## src/rtl/core/ove_pkg.sv

```systemverilog
// ove_pkg: sizes, opcodes, status codes and shared types for the ordered vector engine.
// No dependencies.
package ove_pkg;

  // vector geometry
  localparam int CAPACITY   = 16;
  localparam int ELEM_WIDTH = 32;

  localparam logic [3:0] OP_CLEAR   = 4'd0;
  localparam logic [3:0] OP_INSERT  = 4'd1;
  localparam logic [3:0] OP_PUSH    = 4'd2;
  localparam logic [3:0] OP_ERASE   = 4'd3;
  localparam logic [3:0] OP_POP     = 4'd4;
  localparam logic [3:0] OP_READ    = 4'd5;
  localparam logic [3:0] OP_FIND    = 4'd6;
  localparam logic [3:0] OP_REMOVE  = 4'd7;
  localparam logic [3:0] OP_UNIQUE  = 4'd8;
  localparam logic [3:0] OP_SORTUP  = 4'd9;
  localparam logic [3:0] OP_SORTDN  = 4'd10;
  localparam logic [3:0] OP_REVERSE = 4'd11;

  localparam logic [1:0] ST_OK       = 2'd0;
  localparam logic [1:0] ST_FULL     = 2'd1;
  localparam logic [1:0] ST_RANGE    = 2'd2;
  localparam logic [1:0] ST_NOTFOUND = 2'd3;

  // per-cycle command broadcast to every cell
  localparam logic [2:0] CMD_HOLD   = 3'd0;
  localparam logic [2:0] CMD_INSERT = 3'd1; // shift up at and above pos, write pos
  localparam logic [2:0] CMD_ERASE  = 3'd2; // shift down at and above pos
  localparam logic [2:0] CMD_ODD    = 3'd3; // compare-swap pairs starting at odd cells
  localparam logic [2:0] CMD_EVEN   = 3'd4; // compare-swap pairs starting at even cells
  localparam logic [2:0] CMD_ROTATE = 3'd5; // shift [pos..last) down by one, write new_value at last-1

  typedef struct packed {
    logic [2:0] cmd;
    logic       descending;
    logic       signed_cmp;
  } ove_cmd_t;

endpackage

```

## src/rtl/core/ove_cell.sv

```systemverilog
// ove_cell: one storage slot of the vector with its neighbor mux and
// compare-swap decision. Depends on ove_pkg.
module ove_cell #(
  parameter int ELEM_WIDTH = 32,
  parameter int IDX_W      = 4
) (
  input  logic                  clk,
  input  ove_pkg::ove_cmd_t     ctl,
  input  logic [IDX_W-1:0]      my_index,
  input  logic [IDX_W-1:0]      pos,      // insert/erase/rotate start
  input  logic [IDX_W:0]        last,     // rotate/sort bound (exclusive)
  input  logic [ELEM_WIDTH-1:0] new_value,
  input  logic [ELEM_WIDTH-1:0] below,    // neighbor at index-1
  input  logic [ELEM_WIDTH-1:0] above,    // neighbor at index+1
  input  logic                  below_swap, // pair (i-1,i) swaps
  output logic                  my_swap,    // pair (i,i+1) swaps
  output logic [ELEM_WIDTH-1:0] data
);

  logic [ELEM_WIDTH-1:0] a_k, b_k;
  logic                  gt, lt, lead, in_pair;
  logic [ELEM_WIDTH-1:0] data_next;
  logic [IDX_W:0]        idx1;

  assign idx1 = {1'b0, my_index} + 1'b1;

  // ordering with optional sign flip
  always_comb begin
    a_k = data;
    b_k = above;
    if (ctl.signed_cmp) begin
      a_k[ELEM_WIDTH-1] = ~a_k[ELEM_WIDTH-1];
      b_k[ELEM_WIDTH-1] = ~b_k[ELEM_WIDTH-1];
    end
    gt = a_k > b_k;
    lt = a_k < b_k;
    lead = (ctl.cmd == ove_pkg::CMD_ODD) ? my_index[0] : ~my_index[0];
    in_pair = (idx1 < last);
    my_swap = (ctl.cmd == ove_pkg::CMD_ODD || ctl.cmd == ove_pkg::CMD_EVEN) &&
              lead && in_pair && (ctl.descending ? lt : gt);
  end

  always_comb begin
    data_next = data;
    case (ctl.cmd)
      ove_pkg::CMD_INSERT: begin
        if (my_index == pos) data_next = new_value;
        else if (my_index > pos) data_next = below;
      end
      ove_pkg::CMD_ERASE:
        if (my_index >= pos) data_next = above;
      ove_pkg::CMD_ODD, ove_pkg::CMD_EVEN: begin
        if (my_swap) data_next = above;
        else if (below_swap) data_next = below;
      end
      ove_pkg::CMD_ROTATE: begin
        if (my_index >= pos && idx1 < last) data_next = above;
        else if (idx1 == last) data_next = new_value;
      end
      default: data_next = data;
    endcase
  end

  always_ff @(posedge clk) begin
    data <= data_next;
  end

endmodule

```

## src/rtl/core/ove_chain.sv

```systemverilog
// ove_chain: row of ove_cell slots wired to their neighbors.
// Depends on ove_pkg and ove_cell.
module ove_chain #(
  parameter int CAPACITY   = 16,
  parameter int ELEM_WIDTH = 32,
  parameter int IDX_W      = 4
) (
  input  logic                                 clk,
  input  ove_pkg::ove_cmd_t                    ctl,
  input  logic [IDX_W-1:0]                     pos,
  input  logic [IDX_W:0]                       last,
  input  logic [ELEM_WIDTH-1:0]                new_value,
  output logic [CAPACITY-1:0][ELEM_WIDTH-1:0]  cells
);

  logic [CAPACITY-1:0] swp;

  for (genvar g = 0; g < CAPACITY; g++) begin : g_cell
    logic [ELEM_WIDTH-1:0] below_d, above_d;
    logic                  below_s;
    if (g == 0) begin : g_lo
      assign below_d = '0;
      assign below_s = 1'b0;
    end else begin : g_mid
      assign below_d = cells[g-1];
      assign below_s = swp[g-1];
    end
    if (g == CAPACITY - 1) begin : g_hi
      assign above_d = '0;
    end else begin : g_nhi
      assign above_d = cells[g+1];
    end
    ove_cell #(.ELEM_WIDTH(ELEM_WIDTH), .IDX_W(IDX_W)) u_cell (
      .clk       (clk),
      .ctl       (ctl),
      .my_index  (IDX_W'(g)),
      .pos       (pos),
      .last      (last),
      .new_value (new_value),
      .below     (below_d),
      .above     (above_d),
      .below_swap(below_s),
      .my_swap   (swp[g]),
      .data      (cells[g])
    );
  end

endmodule

```

## src/rtl/core/ordered_vector_engine_top.sv

```systemverilog
// ordered_vector_engine_top: sequencer, handshake and result register around
// the cell chain. Depends on ove_pkg and ove_chain.
//
//  channel   | direction | payload
//  s_axis    | in        | tdata: opcode[3:0] position[8:4] value[40:9]
//  m_axis    | out       | tdata: status, index_valid, result_index, read_data,
//            |           |        count, is_empty, is_full
//  cfg       | in        | compare_signed
//
// An item is accepted in idle, runs its steps, then waits in the output state
// until taken. Simple ops run one step; find runs one step per entry scanned from
// the given position. Sort runs count+1 odd/even passes; remove and unique run count+1
// steps, each erasing a match or advancing; reverse runs max(count,1) steps.
// One item is in work at a time; the result register holds while m_axis
// stalls. rst is synchronous and clears count, control and compare_signed.
module ordered_vector_engine_top (
  input  logic        clk,
  input  logic        rst,
  input  logic        s_axis_tvalid,
  output logic        s_axis_tready,
  input  logic [47:0] s_axis_tdata,  // opcode, position, value, zero pad
  output logic        m_axis_tvalid,
  input  logic        m_axis_tready,
  output logic [47:0] m_axis_tdata,  // status, index_valid, result_index,
                                     // read_data, count, is_empty, is_full, pad
  input  logic        cfg_wen,
  input  logic        cfg_wdata      // compare_signed
);

  localparam int CAPACITY   = ove_pkg::CAPACITY;
  localparam int ELEM_WIDTH = ove_pkg::ELEM_WIDTH;
  localparam int IDX_W = $clog2(CAPACITY);
  localparam int CW    = IDX_W + 1;

  localparam logic [1:0] S_IDLE = 2'd0;
  localparam logic [1:0] S_RUN  = 2'd1;
  localparam logic [1:0] S_OUT  = 2'd2;

  logic [1:0]  state;
  logic        compare_signed;
  logic [CW-1:0] count;
  logic [3:0]  op;
  logic [4:0]  pos_in;
  logic [ELEM_WIDTH-1:0] key;
  logic [CW-1:0] scan;     // scan pointer / step counter
  logic [CW-1:0] hi;       // end bound for reverse
  logic [CAPACITY-1:0][ELEM_WIDTH-1:0] cells;

  // result fields
  logic [1:0]  r_status;
  logic        r_ivalid;
  logic [3:0]  r_index;
  logic [31:0] r_data;

  ove_pkg::ove_cmd_t ctl;
  logic [IDX_W-1:0]  c_pos;
  logic [CW-1:0]     c_last;
  logic [ELEM_WIDTH-1:0] c_val;

  logic [ELEM_WIDTH-1:0] cur, prev;
  logic [IDX_W-1:0] scan_i;
  assign scan_i = scan[IDX_W-1:0];
  assign cur  = cells[scan_i];
  assign prev = cells[scan_i - 1'b1];

  assign s_axis_tready = (state == S_IDLE);
  assign m_axis_tvalid = (state == S_OUT);

  // configuration register
  always_ff @(posedge clk) begin
    if (rst) compare_signed <= 1'b0;
    else if (cfg_wen) compare_signed <= cfg_wdata;
  end

  // chain command for this cycle
  always_comb begin
    ctl.cmd = ove_pkg::CMD_HOLD;
    ctl.descending = (op == ove_pkg::OP_SORTDN);
    ctl.signed_cmp = compare_signed;
    c_pos  = scan_i;
    c_last = count;
    c_val  = key;
    if (state == S_RUN) begin
      case (op)
        ove_pkg::OP_INSERT, ove_pkg::OP_PUSH:
          if (count < CW'(CAPACITY)) begin
            ctl.cmd = ove_pkg::CMD_INSERT;
            c_pos = (op == ove_pkg::OP_PUSH || {1'b0, pos_in} > 6'(count)) ?
                    count[IDX_W-1:0] : pos_in[IDX_W-1:0];
          end
        ove_pkg::OP_ERASE:
          if (6'(pos_in) < 6'(count)) begin
            ctl.cmd = ove_pkg::CMD_ERASE;
            c_pos = pos_in[IDX_W-1:0];
          end
        ove_pkg::OP_REMOVE:
          if (scan < count && cur == key) ctl.cmd = ove_pkg::CMD_ERASE;
        ove_pkg::OP_UNIQUE:
          if (scan < count && scan != '0 && cur == prev) ctl.cmd = ove_pkg::CMD_ERASE;
        ove_pkg::OP_SORTUP, ove_pkg::OP_SORTDN:
          ctl.cmd = scan[0] ? ove_pkg::CMD_ODD : ove_pkg::CMD_EVEN;
        ove_pkg::OP_REVERSE:
          if (scan + 1'b1 < hi) begin
            // move last element to slot scan: rotate [scan..hi) up by one
            ctl.cmd = ove_pkg::CMD_INSERT;
            c_val = cells[hi[IDX_W-1:0] - 1'b1];
          end
        default: ctl.cmd = ove_pkg::CMD_HOLD;
      endcase
    end
  end

  ove_chain #(.CAPACITY(CAPACITY), .ELEM_WIDTH(ELEM_WIDTH), .IDX_W(IDX_W)) u_chain (
    .clk(clk), .ctl(ctl), .pos(c_pos), .last(c_last), .new_value(c_val), .cells(cells)
  );

  // sequencer
  always_ff @(posedge clk) begin
    if (rst) begin
      state <= S_IDLE;
      count <= '0;
    end else begin
      unique case (state)
        S_IDLE: if (s_axis_tvalid) begin
          op     <= s_axis_tdata[3:0];
          pos_in <= s_axis_tdata[8:4];
          key    <= ELEM_WIDTH'(s_axis_tdata[40:9]);
          scan   <= (s_axis_tdata[3:0] == ove_pkg::OP_FIND) ?
                    CW'(s_axis_tdata[8:4]) : '0;
          hi     <= count;
          r_status <= ove_pkg::ST_OK;
          r_ivalid <= 1'b0;
          r_index  <= '0;
          r_data   <= '0;
          state  <= S_RUN;
        end
        S_RUN: begin
          state <= S_OUT;
          case (op)
            ove_pkg::OP_CLEAR: count <= '0;
            ove_pkg::OP_INSERT, ove_pkg::OP_PUSH:
              if (count >= CW'(CAPACITY)) r_status <= ove_pkg::ST_FULL;
              else begin
                count <= count + 1'b1;
                r_ivalid <= 1'b1;
                r_index <= 4'(c_pos);
              end
            ove_pkg::OP_ERASE:
              if (6'(pos_in) >= 6'(count)) r_status <= ove_pkg::ST_RANGE;
              else begin
                count <= count - 1'b1;
                if (6'(pos_in) + 6'd1 < 6'(count)) begin
                  r_ivalid <= 1'b1;
                  r_index <= pos_in[3:0];
                end
              end
            ove_pkg::OP_POP: if (count != '0) count <= count - 1'b1;
            ove_pkg::OP_READ:
              if (6'(pos_in) >= 6'(count)) r_status <= ove_pkg::ST_RANGE;
              else begin
                r_data <= 32'(cells[pos_in[IDX_W-1:0]]);
                r_ivalid <= 1'b1;
                r_index <= pos_in[3:0];
              end
            ove_pkg::OP_FIND:
              if (count == '0) r_status <= ove_pkg::ST_NOTFOUND;
              else if (6'(pos_in) >= 6'(count)) r_status <= ove_pkg::ST_RANGE;
              else if (cur == key) begin
                r_ivalid <= 1'b1;
                r_index <= 4'(scan);
              end else if (scan + 1'b1 >= count) r_status <= ove_pkg::ST_NOTFOUND;
              else begin
                scan <= scan + 1'b1;
                state <= S_RUN;
              end
            ove_pkg::OP_REMOVE, ove_pkg::OP_UNIQUE:
              if (scan < count) begin
                state <= S_RUN;
                if (ctl.cmd == ove_pkg::CMD_ERASE) count <= count - 1'b1;
                else scan <= scan + 1'b1;
              end
            ove_pkg::OP_SORTUP, ove_pkg::OP_SORTDN:
              if (scan < count) begin
                scan <= scan + 1'b1;
                state <= S_RUN;
              end
            ove_pkg::OP_REVERSE:
              if (scan + 1'b1 < hi) begin
                scan <= scan + 1'b1;
                state <= S_RUN;
              end
            default: ;
          endcase
        end
        S_OUT: if (m_axis_tready) state <= S_IDLE;
        default: state <= S_IDLE;
      endcase
    end
  end

  // result packing
  always_comb begin
    m_axis_tdata = '0;
    m_axis_tdata[1:0]   = r_status;
    m_axis_tdata[2]     = r_ivalid;
    m_axis_tdata[6:3]   = r_index;
    m_axis_tdata[38:7]  = r_data;
    m_axis_tdata[43:39] = 5'(count);
    m_axis_tdata[44]    = (count == '0);
    m_axis_tdata[45]    = (count >= CW'(CAPACITY));
  end

endmodule

```

## config.mk

```make
export PLATFORM = sky130hd
export DESIGN_NAME = ordered_vector_engine_top
export DESIGN_NICKNAME = d
export VERILOG_FILES = /design/src/rtl/core/ove_pkg.sv /design/src/rtl/core/ove_cell.sv /design/src/rtl/core/ove_chain.sv /design/src/rtl/core/ordered_vector_engine_top.sv
export SDC_FILE = /design/constraint.sdc
export NUM_CORES = 2
export LEC_CHECK = 0
export BUFFER_PORTS_ARGS = -buffer_cell sky130_fd_sc_hd__buf_2
export CORE_MARGIN = 2
export CORE_UTILIZATION = 50
export CTS_CLUSTER_DIAMETER = 50
export DETAILED_ROUTE_END_ITERATION = 7
export GPL_TIMING_DRIVEN = 0
export PLACE_DENSITY = 0.68
export REMOVE_ABC_BUFFERS = 1
export SETUP_SLACK_MARGIN = 0.5
export SKIP_CTS_REPAIR_TIMING = 1
export SYNTH_ARGS = -nofsm -noshare
export SYNTH_HDL_FRONTEND = slang
export SYNTH_SLANG_ARGS = --single-unit
```

## constraint.sdc

```tcl
create_clock -name clk -period 7.4 [get_ports clk]
set_input_delay 0.37 -clock clk [delete_from_list [all_inputs] [get_ports clk]]
set_output_delay 0.37 -clock clk [all_outputs]
set_load 0.01 [all_outputs]
```

==> metrics.txt <==
WHS Endpoint=op[2]; min cycle time layout=7090 ps; Root Buffer=clkbuf_16; status=finished with violations; top_reg_cell synth=edfxtp_1; Worst setup EP type=flip-flop; Worst-Skew Late Latency=790 ps; CTS Buf Count=105; placed insts=6,670; hold crit path type=input port to flip-flop; final hold vios=0; Pins Over Slew Limit=39; Slew HR=-0.1271; IO Count=104; via/cell ratio=7.728; Leak=27.84 nW; Post-Synthesis Cells=5,248; Worst R2R Start=scan[1]; Routed Antenna Nets=0; setup TNS=0 ps; PortBufs=94; largest net degree at the start of global routing=56; fmax=141.0 MHz; final worst-path cycle share=0.9581; H-tree depth=3; Worst-path clk slew=50 ps; Cell Rows=125; startpoint types=flip-flop; wire length per cell=37.78 um; Die Wd=347.0 um; worst hold stages=2; global-route wire length before repair=365.6 mm; initial DRC count=9,529; synthesized area=0.05882 mm2; Async SR Flop Fraction=0; Power, Total=12.89 mW; reg-to-reg slack, setup=310 ps; critical path class=flip-flop to flip-flop; dpl hpwl=199.6 mm; Synth area leaders=edfxtp_1 31%, mux4_2 22%, ha_1 11%; Yosys cell types=84; top cell type's share of synthesized area=0.3073; antenna violations before repair=27; CP Max Fanout=17; failing checks=DRC, capacitance limit, slew limit; Synth area leader=edfxtp_1; # fillers=9,155; Layout Skew=58.07 ps; Max Cap Viol=5; Peak VDD IR=179.4 uV; count leader, synth=edfxtp_1; Area Growth Syn to Fin=19.39%; Longest Clk Path Bufs=3; hold path startpoint=s_axis_tvalid; Core Region=0.1164 mm2; Register-to-Register Path Depth=22; EDFF count, synth=602; Data arrival, critical path=7590 ps; initial cell density of the core=0.5055; GRT Overall Usage=0.4229; share of cells above drive strength 1=0.2488; Layout Nets=5,975; Initial DRT Pass Iterations=8; Critical Path RT=7900 ps; Worst Tran Pin Value=1691 ps; DRC=4; Final Util=0.6035; Non-Filler Instances=7,046; clock sink count=610; GRT Residual Overflow=0; final wirelength=266.2 mm; pre-CTS setup slack=-3052 ps; vias in the first global route=50,620; DR vias=54,452; yosys warns=0; final worst slack=309.9 ps; Chip Height=347.0 um; register area share after synthesis=0.3101; synthesized flop and latch total=610; final setup violation count=0; synthesized area per cell=11.21 um2; CTS tree=done; FF-to-FF End=u_chain.g_cell[7].u_cell.data[10]; Die Area=0.1204 mm2; RSZ-0062 raised after global routing=false; routability cong.=1.025; Power per Cell Area=183.6 mW/mm2; synth cell count leaders=602 x edfxtp_1, 570 x mux4_2, 538 x nor2_1
per-layer routing:
| layer | global-route usage | wire length, um | up-vias |
|---|---|---|---|
| met5 | 0.008804 | 365 | - |
| met4 | 0.2904 | 25080 | 25 |
| met3 | 0.1857 | 42850 | 1472 |
| met2 | 0.6236 | 112500 | 5226 |
| met1 | 0.4952 | 85380 | 26439 |
| li1 | - | - | 21290 |
where the power goes:
group / switching, mW / internal (mW)
logic: 2.00 / 1.56
clock network: 2.08 / 3.02
registers: 0.256 / 3.97
flip-flops by register name (all words and copies together) (netlist names), 2 cells and up:
register / count
op: 4
scan: 5
pos_in: 5
u_chain.g_cell.u_cell.data: 512
hi: 5
r_status: 2
r_data: 32
r_index: 4
key: 32
c_last: 5
state: 2
worst max-delay path: stages (launching register included):
cell,delay (ps)
edfxtp_1,490
buf_16,210
buf_16,180
buf_16,170
clkinv_1,470
buf_12,380
ha_2,260
xnor2_4,300
buf_8,230
buf_8,210
buf_8,190
mux4_2,500
mux2i_1,250
nand3_1,270
o211ai_1,260
nor4_1,100
and4_4,250
o21ai_4,440
buf_12,220
nand4_1,270
o21a_2,510
buf_16,280
a221o_1,310
how the worst max path moves through the flow:
stage / start / end / slack [ps] / cells past startpoint
final: scan[1] / u_chain.g_cell[7].u_cell.data[10] / 310 / 22
after global routing: scan[0] / u_chain.g_cell[5].u_cell.data[14] / 410 / 25
after CTS: scan[0] / u_chain.g_cell[4].u_cell.data[31] / -3050 / 21
after detailed placement: scan[0] / u_chain.g_cell[4].u_cell.data[31] / -3050 / 21
after global placement: scan[0] / u_chain.g_cell[2].u_cell.data[26] / -30810 / 14
after floorplan: scan[0] / u_chain.g_cell[6].u_cell.data[0] / -13550 / 14
stage by stage:
| stage | hold slack (ps) | cell area [um2] |
|---|---|---|
| 6_report | 150.6 | 70220 |
| 5_1_grt | 154.2 | 70190 |
| 4_1_cts | -249.1 | 68130 |
| 3_5_place_dp | 548.1 | 64560 |
| 3_3_place_gp | 548.0 | 59360 |
| 2_1_floorplan | 442.1 | 56980 |
cell type report:
cell class / instances / area, um2 / area share
Timing Repair Buffer: 467 / 6777 / 0.09650
Multi-Input combinational cell: 3729 / 37800 / 0.5382
Clock buffer: 116 / 2700 / 0.03845
Tap cell: 1524 / 1907 / 0.02715
Antenna cell: 11 / 27.53 / 0.0003920
Inverter: 509 / 1914 / 0.02726
Clock inverter: 80 / 864.6 / 0.01231
Sequential cell: 610 / 18240 / 0.2597
cell families after synthesis:
kind of cell / count (synthesis) / synth area share
AND/OR/NAND/NOR: 1177 / 0.09360
AO/OA/AOI/OAI: 1193 / 0.1603
other: 1 / 0.00006376
XOR/XNOR: 78 / 0.01161
adder cells (fa/ha/maj): 503 / 0.1068
multiplexers: 774 / 0.2537
buffers and inverters: 912 / 0.06382
flip-flops: 610 / 0.3101
cells in the final DEF, fill, tap and decap left out, types with 56 or more instances in the layout:
cell	synthesis	routed
a211oi_1	67	63
a21o_1	159	158
a21oi_1	157	150
a221o_1	391	391
buf_16	0	117
buf_2	120	97
buf_4	30	91
clkbuf_16	0	111
edfxtp_1	602	602
ha_1	499	496
inv_1	509	506
mux2i_1	172	145
mux4_2	570	570
nand2_1	176	175
nand3_1	66	56
nand4_1	101	101
nor2_1	538	532
o21ai_0	138	138
(Power assumes the default switching activity.)
